$ cat src/rtl/salc_pkg.sv
package salc_pkg;

  // Configuration register widths, fixed by the register map.
  localparam int unsigned SET_BITS_W   = 4;
  localparam int unsigned BLOCK_BITS_W = 5;
  localparam int unsigned WAYS_W       = 4;
  localparam int unsigned CFG_INDEX_W  = 2;
  localparam int unsigned CFG_DATA_W   = 5;

  // Running totals wrap at this width.
  localparam int unsigned TOTAL_W = 32;

  // Width of the address field on the input channel.
  localparam int unsigned ADDR_PORT_W = 32;

  typedef enum logic [CFG_INDEX_W-1:0] {
    CFG_SET_BITS   = 2'd0,
    CFG_BLOCK_BITS = 2'd1,
    CFG_WAYS       = 2'd2
  } cfg_index_e;

  // Outcome of one lookup, passed from the set update logic to the core.
  typedef struct packed {
    logic hit;
    logic evict;
  } lookup_t;

endpackage

$ cat src/rtl/salc_set_update.sv
module salc_set_update #(
  parameter int unsigned MAX_WAYS      = 8,
  parameter int unsigned ADDRESS_WIDTH = 32,
  parameter int unsigned RANK_W        = 3,
  parameter int unsigned FILL_W        = 4
) (
  input  logic [MAX_WAYS-1:0][ADDRESS_WIDTH-1:0] tags_i,
  input  logic [MAX_WAYS-1:0][RANK_W-1:0]        ranks_i,
  input  logic [FILL_W-1:0]                      filled_i,
  input  logic [ADDRESS_WIDTH-1:0]               tag_i,
  input  logic [FILL_W-1:0]                      ways_i,
  output logic [MAX_WAYS-1:0][ADDRESS_WIDTH-1:0] tags_o,
  output logic [MAX_WAYS-1:0][RANK_W-1:0]        ranks_o,
  output logic [FILL_W-1:0]                      filled_o,
  output salc_pkg::lookup_t                      res_o
);

  logic [MAX_WAYS-1:0] line_valid;
  logic [MAX_WAYS-1:0] hit_sel;
  logic [MAX_WAYS-1:0] oldest_sel;
  logic [MAX_WAYS-1:0] wr_sel;
  logic [RANK_W-1:0]   hit_rank;
  logic [FILL_W-1:0]   last_fill;
  logic                hit;
  logic                fill;
  logic                evict;

  assign last_fill = filled_i - FILL_W'(1);

  // Lines of a set are filled from way 0 upwards, so way w is valid exactly
  // when more than w lines are filled.
  always_comb begin
    logic found_hit;
    logic found_old;
    found_hit  = 1'b0;
    found_old  = 1'b0;
    hit_sel    = '0;
    oldest_sel = '0;
    hit_rank   = '0;
    for (int unsigned w = 0; w < MAX_WAYS; w++) begin
      line_valid[w] = FILL_W'(w) < filled_i;
      if (line_valid[w] && (tags_i[w] == tag_i) && !found_hit) begin
        hit_sel[w] = 1'b1;
        hit_rank   = ranks_i[w];
        found_hit  = 1'b1;
      end
      // The valid ranks of a set are always 0 .. filled-1, so the least
      // recent line is the one holding the top rank.
      if (line_valid[w] && (ranks_i[w] == last_fill[RANK_W-1:0]) && !found_old) begin
        oldest_sel[w] = 1'b1;
        found_old     = 1'b1;
      end
    end
  end

  assign hit   = |hit_sel;
  assign fill  = !hit && (filled_i < ways_i);
  assign evict = !hit && !fill;

  always_comb begin
    for (int unsigned w = 0; w < MAX_WAYS; w++) begin
      wr_sel[w] = (fill && (FILL_W'(w) == filled_i)) || (evict && oldest_sel[w]);
      tags_o[w] = wr_sel[w] ? tag_i : tags_i[w];
      if (hit) begin
        if (hit_sel[w]) begin
          ranks_o[w] = '0;
        end else if (line_valid[w] && (ranks_i[w] < hit_rank)) begin
          ranks_o[w] = ranks_i[w] + RANK_W'(1);
        end else begin
          ranks_o[w] = ranks_i[w];
        end
      end else if (wr_sel[w]) begin
        ranks_o[w] = '0;
      end else if (line_valid[w]) begin
        ranks_o[w] = ranks_i[w] + RANK_W'(1);
      end else begin
        ranks_o[w] = ranks_i[w];
      end
    end
  end

  assign filled_o    = fill ? filled_i + FILL_W'(1) : filled_i;
  assign res_o.hit   = hit;
  assign res_o.evict = evict;

endmodule

$ cat config.mk
export PLATFORM = sky130hd
export DESIGN_NAME = salc_set_update
export DESIGN_NICKNAME = d
export VERILOG_FILES = /design/src/rtl/salc_pkg.sv /design/src/rtl/salc_set_update.sv
export SDC_FILE = /design/constraint.sdc
export NUM_CORES = 1
export LEC_CHECK = 0
export BUFFER_PORTS_ARGS = -buffer_cell sky130_fd_sc_hd__buf_2
export CAP_MARGIN = 20
export CORE_AREA = 2 2 234 236
export DETAILED_ROUTE_END_ITERATION = 10
export DIE_AREA = 0 0 236 238
export SYNTH_ARGS = -nofsm -noshare
export SYNTH_HDL_FRONTEND = slang
export SYNTH_SLANG_ARGS = --single-unit
$ cat constraint.sdc
create_clock -name vclk -period 6.75
set_input_delay 1.0125 -clock vclk [all_inputs]
set_output_delay 1.0125 -clock vclk [all_outputs]
set_load 0.02 [all_outputs]
==> flow_summary.ini <==
[yosys]
synth_top_area_cell = mux2_2
synth_cell_types = 82
synth_area_leaders = mux2_2 29%, xnor2_1 15%, xor2_1 11%
yosysTopAreaCellShare_pct = 29.1
synth_area_sq_um = 9520
yosys_warnings = 0
ys_seq_area_share_pct = 0
postSynthNetCount = 1527
synth_cells = 1185
postSynthAreaPerCell_sq_um = 8.03

[power_and_ir_drop]
netSwitchingPower_mw = 0.787
p_seq_share_pct = 0
p_leak_nw = 5.77
switching_share_pct = 62.5
powerDensity_nw_per_um2 = 92.8
pwr-share-comb_pct = 100.0
p_int_mw = 0.473
clockPowerShare_pct = 0
p_total_mw = 1.26
vdd_drop_max_v = 0.0000648

[timing]
worst_slack_ns = 0.269
setup_tns_ns = 0
rsz0062_at_grt = no
whs_ns = 2.38
period_share_pct = 96.0
slew_violations = 0
hold_viol_final = 0
setup_viol = 0
max_slew_margin_pct = 33.9
min_period_ns = 6.48
tightest_slew_ns = 0.992
timing.fmax_mhz = 154

[finish]
syn_to_final_growth_pct = 42.6
n_clock_buffer = 0
final_cell_mix = 605 x buf_2, 246 x mux2_2, 165 x xnor2_1
final_common_cell = buf_2
seq_cells = 0
final_cells = 2467
seq_area_sq_um = 0
drive_gt1_share_pct = 55.5
fin_area_sq_um = 13600
layout.nets = 2101
utilization_pct = 25.4

[floorplanning]
rows = 85
boundaryPins = 606
die_x_um = 236
fp.coreArea_sq_um = 53500
fp.dieH_um = 238
start_util_pct = 17.8
dieArea_sq_um = 56200

[place]
place_hpwl_mm = 63.3
dpl_cell_area_sq_um = 13500
numPlacedInstances = 2453
numPortBuffers = 606
place_congestion = 0.955
dpl_worst_slack_ns = 0.251

[route]
dr.pass1.iters = 7
vias = 12400
wl_mm = 73.4
wl_per_cell_um = 29.7
vias_per_cell = 5.03
ant_nets = 0
remaining_drc_errors = 0
drtIter0Drc = 962

[setup_path]
critical_path_required_ns = 5.74
critPathMaxFanout = 12
crit_arrival_ns = 5.47
crit_type = primary input to output pin
crit_path_end_kind = output pin
start_kind = primary input

[global_routing]
antenna_found_initial = 29
grtUsageTotal_pct = 24.6
grt_pass1_vias = 11800
grt_start_max_net_pins = 36
grt_first_pass_wirelength_mm = 96.8
gr-total-overflow = 0

[run_status]
outcome = finished, final reports clean

[worst_hold_path]
min_path_type = primary input to output pin

[clock_tree]
ctsHoldBuffers = 0

[flow_run]
maxCapViolCount = 0
logic make-up after synthesis:
kind of cell | synth area share (%)
fa+ha+maj | 3.01
buf+inv | 7.47
simple gates | 21.9
mux | 31.2
xor+xnor | 26.7
compound gates | 9.68
metal layers:
layer  global-route usage (%)  share of wire [%]  vias up
met4                     12.8                6.1       24
met2                     39.8                 45      725
met1                     30.4                 40     5974
met5                        0               0.19        -
li1                         -                  -     5529
met3                     5.63                9.0      145
cells in the mapped netlist (7+ instances only):
cell	number
xnor2_1	165
nand2b_1	7
nand3_1	24
ha_1	22
clkbuf_1	21
buf_2	70
buf_4	9
nor3_1	24
inv_1	23
o22ai_1	11
a211oi_2	7
and4_1	8
nor2b_1	8
nor2_1	47
nand4_1	58
or4_1	7
a21oi_1	19
nor4_1	63
mux2_1	14
xor2_1	120
mux2_2	246
buf_6	9
o21ai_0	10
nand2_1	47
or3_1	13
final timing paths:
kind	startpoint	endpoint	slack, ns	cells past startpoint
worst max-delay path	filled_i[0]	ranks_o[2]	0.27	16
worst min-delay path	tags_i[252]	tags_o[252]	2.38	3
critical path, cell delays in order:
cell and delay, ns:
buf_2 0.12, inv_1 0.21, ha_1 0.22, buf_4 0.14, or3b_1 0.52, nand3_1 0.12, nor4_1 0.06, nand4_2 0.30
nand4_2 0.29, or3b_1 0.49, a311oi_4 0.60, or2_1 0.46, a21oi_1 0.13, o21a_1 0.22, a311o_1 0.38, buf_2 0.17
final cells by class:
class | instances | area, sq um
Timing Repair Buffer | 685 | 3720
Inverter | 23 | 86.3
Antenna cell | 14 | 35.0
Fill cell | 6049 | 39900
Tap cell | 696 | 871
Multi-Input combinational cell | 1049 | 8860
power by group through the flow:
stage	combinational (mW)	sequential [mW]	clock [mW]
after global routing	1.32	0	0.000000139
after global placement	1.26	0	0
after detailed placement	1.25	0	0
after floorplan	0.711	0	0
after CTS	1.26	0	0
final	1.26	0	0.000000240
repair_timing:
item                       in CTS  in global routing
setup endpoints to repair       0                  5
buffers inserted                0                  0
gates resized for setup         0                  2
No activity file was read; power rests on OpenSTA's default activity.
